**config.mk**
```make
export PLATFORM = sky130hd
export DESIGN_NAME = indexed_array_table_engine
export DESIGN_NICKNAME = d
export VERILOG_FILES = /design/src/sv/iate_pkg.sv /design/src/sv/indexed_array_table_engine.sv /design/src/sv/iate_ram.sv /design/src/sv/iate_ctrl.sv
export SDC_FILE = /design/constraint.sdc
export NUM_CORES = 2
export LEC_CHECK = 0
export BUFFER_PORTS_ARGS = -buffer_cell sky130_fd_sc_hd__buf_2
export CAP_MARGIN = 20
export CORE_AREA = 2 2 750 752
export CTS_CLUSTER_DIAMETER = 30
export DETAILED_ROUTE_END_ITERATION = 7
export DIE_AREA = 0 0 752 754
export PLACE_DENSITY = 0.53
export SYNTH_ARGS = -nofsm -noshare
export SYNTH_HDL_FRONTEND = slang
export SYNTH_SLANG_ARGS = --single-unit
```
**constraint.sdc**
```tcl
create_clock -name clk_i -period 6 [get_ports clk_i]
set_input_delay 0.6 -clock clk_i [delete_from_list [all_inputs] [get_ports clk_i]]
set_output_delay 0.6 -clock clk_i [all_outputs]
set_load 0.02 [all_outputs]
```
**src/sv/iate_pkg.sv**
```systemverilog
// Shared types and constants for the indexed array table engine.
// Holds the beat structs, the operation and status codes, and the table sizes.
`timescale 1ns / 1ps

package iate_pkg;

  localparam int unsigned CAPACITY = 128;
  localparam int unsigned CntW     = $clog2(CAPACITY + 1);
  localparam int unsigned AddrW    = $clog2(CAPACITY);
  localparam int unsigned WordW    = 32;

  typedef enum logic [2:0] {
    FN_LOAD   = 3'd0,
    FN_READ   = 3'd1,
    FN_SEARCH = 3'd2,
    FN_UPDATE = 3'd3,
    FN_DELETE = 3'd4
  } func_e;

  typedef enum logic [2:0] {
    ST_OK       = 3'd0,
    ST_EMPTY    = 3'd1,
    ST_BADPOS   = 3'd2,
    ST_NOTFOUND = 3'd3,
    ST_LIMIT    = 3'd4
  } status_e;

  typedef struct packed {
    logic [2:0]               func;
    logic                     start_new;
    logic [7:0]               position;
    logic signed [WordW-1:0]  data_word;
  } in_beat_t;

  typedef struct packed {
    logic [2:0]               status;
    logic [7:0]               found_position;
    logic signed [WordW-1:0]  read_word;
    logic [7:0]               entry_count;
  } out_beat_t;

endpackage

```
**src/sv/indexed_array_table_engine.sv**
```systemverilog
// Top level of the indexed array table engine: sequencer, table RAM, output register.
// Depends on iate_pkg, iate_ram and iate_ctrl.
//
//   beat     | direction | handshake               | payload
//   input    | in        | in_valid_i / in_ready_o | in_i  (in_beat_t)
//   result   | out       | out_valid_o/ out_ready_i| out_o (out_beat_t)
//
// Load, update, errors, unused codes: accept goes straight to the result register; read goes via S_READ.
// Search: walks the entries from the first until a hit, or a miss after all live entries (up to CAPACITY).
// Delete: shifts each word after the position down by one, one RAM read and write per shifted word.
// Walks use the single RAM read port.
// Reset clears the live count and control; table contents are undefined until loaded.
// A stalled output holds its beat; the next input beat is taken once the result moves on.
`timescale 1ns / 1ps

module indexed_array_table_engine import iate_pkg::*; (
  input  logic      clk_i,
  input  logic      rst_ni,
  input  logic      in_valid_i,
  output logic      in_ready_o,
  input  in_beat_t  in_i,
  output logic      out_valid_o,
  input  logic      out_ready_i,
  output out_beat_t out_o
);

  logic             res_valid;
  logic             res_ready;
  out_beat_t        res;
  logic             ram_we;
  logic [AddrW-1:0] ram_waddr;
  logic [WordW-1:0] ram_wdata;
  logic             ram_re;
  logic [AddrW-1:0] ram_raddr;
  logic [WordW-1:0] ram_rdata;
  logic             out_valid_q;
  out_beat_t        out_q;

  iate_ctrl u_ctrl (
    .clk_i       (clk_i),
    .rst_ni      (rst_ni),
    .in_valid_i  (in_valid_i),
    .in_ready_o  (in_ready_o),
    .in_i        (in_i),
    .res_valid_o (res_valid),
    .res_ready_i (res_ready),
    .res_o       (res),
    .ram_we_o    (ram_we),
    .ram_waddr_o (ram_waddr),
    .ram_wdata_o (ram_wdata),
    .ram_re_o    (ram_re),
    .ram_raddr_o (ram_raddr),
    .ram_rdata_i (ram_rdata)
  );

  iate_ram #(
    .Depth (CAPACITY),
    .Width (WordW)
  ) u_ram (
    .clk_i   (clk_i),
    .we_i    (ram_we),
    .waddr_i (ram_waddr),
    .wdata_i (ram_wdata),
    .re_i    (ram_re),
    .raddr_i (ram_raddr),
    .rdata_o (ram_rdata)
  );

  assign res_ready = !out_valid_q || out_ready_i;

  always_ff @(posedge clk_i or negedge rst_ni) begin
    if (!rst_ni) begin
      out_valid_q <= 1'b0;
    end else if (res_valid && res_ready) begin
      out_valid_q <= 1'b1;
    end else if (out_ready_i) begin
      out_valid_q <= 1'b0;
    end
  end

  always_ff @(posedge clk_i) begin
    if (res_valid && res_ready) begin
      out_q <= res;
    end
  end

  assign out_valid_o = out_valid_q;
  assign out_o       = out_q;

  a_ram_no_collide: assert property (@(posedge clk_i) disable iff (!rst_ni)
    ram_we && ram_re |-> ram_waddr != ram_raddr)
    else $error("table RAM read and write hit the same entry");

  a_count_bound: assert property (@(posedge clk_i) disable iff (!rst_ni)
    out_valid_o |-> 32'(out_o.entry_count) <= 32'(CAPACITY))
    else $error("entry count beyond capacity");

  a_found_ok: assert property (@(posedge clk_i) disable iff (!rst_ni)
    out_valid_o && out_o.found_position != 8'd0 |-> out_o.status == ST_OK)
    else $error("found position reported with a failing status");

  a_res_hold: assert property (@(posedge clk_i) disable iff (!rst_ni)
    res_valid && !res_ready |=> res_valid && $stable(res))
    else $error("sequencer dropped a pending result");

endmodule

```
**src/sv/iate_ram.sv**
```systemverilog
// Generic simple dual-port RAM: one write port, one read port, registered read data.
// Stand-alone; no package dependency.
`timescale 1ns / 1ps

module iate_ram #(
  parameter int unsigned Depth = 128,
  parameter int unsigned Width = 32
) (
  input  logic                     clk_i,
  input  logic                     we_i,
  input  logic [$clog2(Depth)-1:0] waddr_i,
  input  logic [Width-1:0]         wdata_i,
  input  logic                     re_i,
  input  logic [$clog2(Depth)-1:0] raddr_i,
  output logic [Width-1:0]         rdata_o
);

  logic [Width-1:0] mem_q [Depth];
  logic [Width-1:0] rdata_q;

  always_ff @(posedge clk_i) begin
    if (we_i) begin
      mem_q[waddr_i] <= wdata_i;
    end
  end

  always_ff @(posedge clk_i) begin
    if (re_i) begin
      rdata_q <= mem_q[raddr_i];
    end
  end

  assign rdata_o = rdata_q;

endmodule

```
**src/sv/iate_ctrl.sv**
```systemverilog
// Operation sequencer for the table engine: decode, checks, search and delete walks.
// Depends on iate_pkg; drives the table RAM and hands one result per input beat.
`timescale 1ns / 1ps

module iate_ctrl import iate_pkg::*; (
  input  logic             clk_i,
  input  logic             rst_ni,
  input  logic             in_valid_i,
  output logic             in_ready_o,
  input  in_beat_t         in_i,
  output logic             res_valid_o,
  input  logic             res_ready_i,
  output out_beat_t        res_o,
  output logic             ram_we_o,
  output logic [AddrW-1:0] ram_waddr_o,
  output logic [WordW-1:0] ram_wdata_o,
  output logic             ram_re_o,
  output logic [AddrW-1:0] ram_raddr_o,
  input  logic [WordW-1:0] ram_rdata_i
);

  localparam logic [2:0] S_IDLE = 3'd0;
  localparam logic [2:0] S_READ = 3'd1;
  localparam logic [2:0] S_SRCH = 3'd2;
  localparam logic [2:0] S_DEL  = 3'd3;
  localparam logic [2:0] S_EMIT = 3'd4;

  logic [2:0]       state_q, state_d;
  logic [CntW-1:0]  count_q, count_d;
  logic [AddrW-1:0] idx_q, idx_d;
  logic [WordW-1:0] word_q, word_d;
  out_beat_t        res_q, res_d;
  logic [CntW-1:0]  base;
  logic [CntW-1:0]  idx_next;
  logic             pos_ok;

  assign pos_ok   = (32'(in_i.position) >= 32'd1) && (32'(in_i.position) <= 32'(count_q));
  assign base     = in_i.start_new ? '0 : count_q;
  assign idx_next = CntW'(idx_q) + CntW'(1);

  always_comb begin
    state_d     = state_q;
    count_d     = count_q;
    idx_d       = idx_q;
    word_d      = word_q;
    res_d       = res_q;
    ram_we_o    = 1'b0;
    ram_waddr_o = '0;
    ram_wdata_o = '0;
    ram_re_o    = 1'b0;
    ram_raddr_o = '0;
    unique case (state_q)
      S_IDLE: begin
        if (in_valid_i) begin
          word_d  = in_i.data_word;
          res_d   = '0;
          state_d = S_EMIT;
          unique case (in_i.func)
            FN_LOAD: begin
              if (32'(base) >= 32'(CAPACITY)) begin
                count_d      = '0;
                res_d.status = ST_LIMIT;
              end else begin
                ram_we_o    = 1'b1;
                ram_waddr_o = AddrW'(base);
                ram_wdata_o = in_i.data_word;
                count_d     = base + CntW'(1);
              end
            end
            FN_READ: begin
              if (count_q == '0) begin
                res_d.status = ST_EMPTY;
              end else if (!pos_ok) begin
                res_d.status = ST_BADPOS;
              end else begin
                ram_re_o    = 1'b1;
                ram_raddr_o = AddrW'(in_i.position - 8'd1);
                state_d     = S_READ;
              end
            end
            FN_SEARCH: begin
              if (count_q == '0) begin
                res_d.status = ST_NOTFOUND;
              end else begin
                ram_re_o    = 1'b1;
                ram_raddr_o = '0;
                idx_d       = '0;
                state_d     = S_SRCH;
              end
            end
            FN_UPDATE: begin
              if (count_q == '0) begin
                res_d.status = ST_EMPTY;
              end else if (!pos_ok) begin
                res_d.status = ST_BADPOS;
              end else begin
                ram_we_o    = 1'b1;
                ram_waddr_o = AddrW'(in_i.position - 8'd1);
                ram_wdata_o = in_i.data_word;
              end
            end
            FN_DELETE: begin
              if (count_q == '0) begin
                res_d.status = ST_EMPTY;
              end else if (!pos_ok) begin
                res_d.status = ST_BADPOS;
              end else if (32'(in_i.position) == 32'(count_q)) begin
                count_d = count_q - CntW'(1);
              end else begin
                ram_re_o    = 1'b1;
                ram_raddr_o = AddrW'(in_i.position);
                idx_d       = AddrW'(in_i.position);
                state_d     = S_DEL;
              end
            end
            default: begin
            end
          endcase
        end
      end
      S_READ: begin
        res_d.read_word = ram_rdata_i;
        state_d         = S_EMIT;
      end
      S_SRCH: begin
        if (ram_rdata_i == word_q) begin
          res_d.found_position = 8'(idx_next);
          res_d.status         = ST_OK;
          state_d              = S_EMIT;
        end else if (idx_next >= count_q) begin
          res_d.status = ST_NOTFOUND;
          state_d      = S_EMIT;
        end else begin
          ram_re_o    = 1'b1;
          ram_raddr_o = AddrW'(idx_next);
          idx_d       = AddrW'(idx_next);
        end
      end
      S_DEL: begin
        ram_we_o    = 1'b1;
        ram_waddr_o = idx_q - AddrW'(1);
        ram_wdata_o = ram_rdata_i;
        if (idx_next < count_q) begin
          ram_re_o    = 1'b1;
          ram_raddr_o = AddrW'(idx_next);
          idx_d       = AddrW'(idx_next);
        end else begin
          count_d = count_q - CntW'(1);
          state_d = S_EMIT;
        end
      end
      S_EMIT: begin
        if (res_ready_i) begin
          state_d = S_IDLE;
        end
      end
      default: begin
        state_d = S_IDLE;
      end
    endcase
  end

  always_ff @(posedge clk_i or negedge rst_ni) begin
    if (!rst_ni) begin
      state_q <= S_IDLE;
      count_q <= '0;
    end else begin
      state_q <= state_d;
      count_q <= count_d;
    end
  end

  always_ff @(posedge clk_i) begin
    idx_q  <= idx_d;
    word_q <= word_d;
    res_q  <= res_d;
  end

  assign in_ready_o  = (state_q == S_IDLE);
  assign res_valid_o = (state_q == S_EMIT);

  always_comb begin
    res_o             = res_q;
    res_o.entry_count = 8'(count_q);
  end

endmodule
```
==> impl_metrics.py <==
metrics = {
    "status": {
        "outcome": "finished, final reports clean",
    },
    "setup_path": {
        "timing.rr.start": "u_ctrl.idx_q[2]$_DFFE_PP_",
        "r2r_slack_ps": 130,
        "cp-start-kind": "flop",
        "r2r_end": "u_ram.rdata_o[12]$_DFFE_PP_",
        "end_kind": "flop",
        "worstPathRequired_ps": 6750,
        "crit_fanout": 17,
        "worst_ep_arrival_time_ps": 6620,
        "worst-setup-path-type": "reg2reg",
        "r2r.worst_path.cells": 18,
    },
    "pwr": {
        "p_leak_uw": 0.0724,
        "combPwrFrac": 0.090,
        "p_seq_frac": 0.379,
        "finalPower_uw": 88600,
        "intPower_uw": 67000,
        "clkPwrFrac": 0.531,
        "switching_share": 0.244,
        "powerDensity_nw_per_um2": 411,
        "peakVddDrop_v": 0.000308,
        "p_switching_uw": 21600,
    },
    "clocking": {
        "numClockSinks": 4273,
        "clk_pin_slew_ps": 40,
        "clock_latency_ps": 1110,
        "numCtsBuffers": 829,
        "h-tree-depth": 6,
        "root_buffer": "clkbuf_16",
        "cts_tree": "done",
        "cts_buffer_depth": 4,
    },
    "global_routing": {
        "grt_pass1_wl_mm": 797,
        "grt_max_degree": 129,
        "gr-usage-all-layers": 0.201,
        "grt_overflow": 0,
        "grt_pass1_vias": 96026,
        "antenna_found_initial": 49,
    },
    "hold_path": {
        "hold_class": "in2reg",
        "min_to": "u_ctrl.idx_q[5]$_DFFE_PP_",
        "hold_path_startpoint": "in_i[37]",
        "hold_path_depth": 3,
    },
    "synth": {
        "synth_cells": 8603,
        "syn-num-nets": 8674,
        "synthesis.area_sq_um": 167000,
        "yosys.area_share.simple": 0.0466,
        "synth-adder-area-share": 0.00172,
        "synth-compound-area-share": 0.0364,
        "syn_avg_cell_area_sq_um": 19.4,
        "synth-xor-area-share": 0.00251,
        "synth-edff-count": 4261,
        "yosys_most_used_dff": "edfxtp_1",
        "ys_ff_latch": 4273,
        "synth_top_family_by_area": "multiplexers",
        "async_flop_share": 0.00281,
        "muxShareOfSynthArea": 0.126,
        "synth-seq-area-share": 0.767,
        "synth_warnings": 0,
        "ys_types": 102,
    },
    "timing": {
        "fmax_mhz": 170,
        "fin_crit_sh": 0.978,
        "finalMaxSlewViolations": 0,
        "finalHoldViolCount": 0,
        "worst_pin_slew_ps": 1150,
        "rsz0062_at_grt": "yes",
        "fin_ws_ps": 134,
        "setup_violations": 0,
        "finalClockSkew_ps": 64.0,
        "fin_tns_setup_ps": 0,
        "slew_headroom": 0.231,
        "min_period_ps": 5870,
    },
    "placed_design": {
        "place_ws_ps": -765,
        "portBuffers": 100,
        "dp_cells": 16561,
        "post-dp-hpwl_mm": 360,
        "gp_congestion": 0.889,
    },
    "cells_and_area": {
        "final_cell_mix": "4,261 x edfxtp_1, 988 x nand2_1, 844 x clkbuf_16",
        "layout.nets": 10071,
        "final_core_util": 0.385,
        "finalNonFillerCells": 18218,
        "drive_gt1_frac": 0.317,
        "area_growth_pct": 28.8,
        "layout_commonest_cell": "edfxtp_1",
    },
    "route": {
        "dr.pass1.iters": 7,
        "ant_nets": 0,
        "remaining_drc_errors": 0,
        "drt_iter0_drc": 14210,
        "wl_per_cell_um": 32.4,
        "via_per_inst": 5.33,
        "wl_mm": 591,
        "dr_total_vias": 97140,
    },
    "job": {
        "cap_violations": 0,
    },
    "floorplanning": {
        "die_w_um": 752,
        "rows": 275,
        "die_area_sq_um": 567000,
        "initial_core_util": 0.299,
        "fp.dieH_um": 754,
        "core_area_sq_um": 559000,
        "ios": 101,
    },
}
## worst max-delay path, stage by stage (launching register included)
cell	delay, ps
edfxtp_1	390
buf_4	180
nand3_1	90
xor2_1	310
inv_1	240
ha_1	370
a21oi_1	200
a31o_2	210
and3_1	210
nand3b_1	450
and3_4	500
buf_12	230
buf_4	180
buf_4	150
nor2_1	570
buf_4	280
o21ai_0	90
nand4_1	530
o2111ai_2	290
## worst max path at each step
stage | endpoint | slack (ps) | from | cells after the start
2_1_floorplan | u_ram.mem_q[104][0]$_DFFE_PP_ | 240 | in_i[33] | 11
3_3_place_gp | u_ram.rdata_o[10]$_DFFE_PP_ | -1490 | u_ctrl.idx_q[3]$_DFFE_PP_ | 20
3_5_place_dp | u_ram.rdata_o[8]$_DFFE_PP_ | -770 | in_i[37] | 15
4_1_cts | u_ram.rdata_o[12]$_DFFE_PP_ | 3 | u_ctrl.idx_q[3]$_DFFE_PP_ | 21
5_1_grt | u_ram.rdata_o[27]$_DFFE_PP_ | -90 | u_ctrl.idx_q[3]$_DFFE_PP_ | 22
6_report | u_ram.rdata_o[12]$_DFFE_PP_ | 130 | u_ctrl.idx_q[2]$_DFFE_PP_ | 18
## flip-flops by register name (all words and copies together), names as in the netlist
name and count:
u_ctrl.idx_q 7, u_ram.rdata_o 32, u_ram.mem_q 4096, u_ctrl.word_q 32, out_o 51, u_ctrl.count_q 8, u_ctrl.res_o 43, out_valid_o 1
u_ctrl.state_q 3
## power by group through the flow
stage / Sequential [uW] / Combinational, uW / Clock [uW]
global placement: 34100 / 7600 / 0
global route: 33600 / 8250 / 48800
finish: 33600 / 7990 / 47000
detailed placement: 34100 / 7680 / 0
floorplan: 34200 / 3900 / 0
CTS: 33600 / 7760 / 47400
## per-layer routing
layer  up-vias  share of wire  track usage
li1      38508              -            -
met1     51678           0.39        0.273
met2      5841           0.45        0.310
met3      1099           0.11       0.0455
met4        14          0.050       0.0871
met5         -        0.00016            0
## synth_stat cells, drive strengths merged, types with 10 or more instances
| cell type | count | share of area |
|---|---|---|
| nor2 | 228 | 0.0052 |
| a2111oi | 26 | 0.0016 |
| a32oi | 70 | 0.0037 |
| a22o | 34 | 0.0018 |
| o221ai | 28 | 0.0015 |
| o21ai | 95 | 0.0028 |
| a211oi | 36 | 0.0016 |
| mux2 | 15 | 0.0010 |
| dfrtp | 12 | 0.0018 |
| and3 | 43 | 0.0016 |
| nand3 | 222 | 0.0066 |
| ha | 23 | 0.0017 |
| nand2 | 996 | 0.022 |
| edfxtp | 4261 | 0.76 |
| o22ai | 73 | 0.0028 |
| a31oi | 64 | 0.0024 |
| o31ai | 24 | 0.0011 |
| or3 | 10 | 0.00037 |
| a21oi | 220 | 0.0066 |
| nand4 | 63 | 0.0024 |
| a311oi | 10 | 0.00052 |
| mux4 | 779 | 0.11 |
| a221oi | 14 | 0.00081 |
| clkbuf | 116 | 0.0026 |
| nor3 | 92 | 0.0028 |
| inv | 25 | 0.00056 |
| mux2i | 311 | 0.019 |
| a22oi | 54 | 0.0024 |
| o211ai | 23 | 0.0011 |
| nor4 | 44 | 0.0018 |
| and2 | 40 | 0.0015 |
| buf | 363 | 0.017 |
| a32o | 16 | 0.00096 |
| xor2 | 39 | 0.0020 |
## logic make-up (layout without fill, tap and decap cells)
kind of cell	Yosys count	in the layout
mux	1105	1105
fa+ha+maj	23	23
xor+xnor	48	48
other cells	0	15
simple gates	1779	1779
flops	4273	4273
compound gates	870	870
buf+inv	505	2626
## stage by stage
stage	hold WS (ps)	instance area, sq um
3_5_place_dp	405	185000
2_1_floorplan	304	167000
5_1_grt	73.0	215000
3_3_place_gp	406	185000
6_report	87.1	216000
4_1_cts	8.31	215000
## final cells by class
type                    instances  area (sq um)
well taps                    7479          9360
repair buffers               1045         11400
flip-flops and latches       4273        128000
diodes                         15          37.5
inverters                      26          97.6
multi-input cells            3825         37500
clock inverters               650          7650
fillers                     50255        344000
clock buffers                 905         21200
## repair_timing
item                                   CTS  global route
setup buffers                            9            30
pin swaps                                6             6
setup endpoints to repair               26           546
endpoints found under the hold margin   54             0
gates resized for setup                 20            67
hold buffers                            42             0
cloned                                   0             6
No activity file was read; power rests on OpenSTA's default activity.
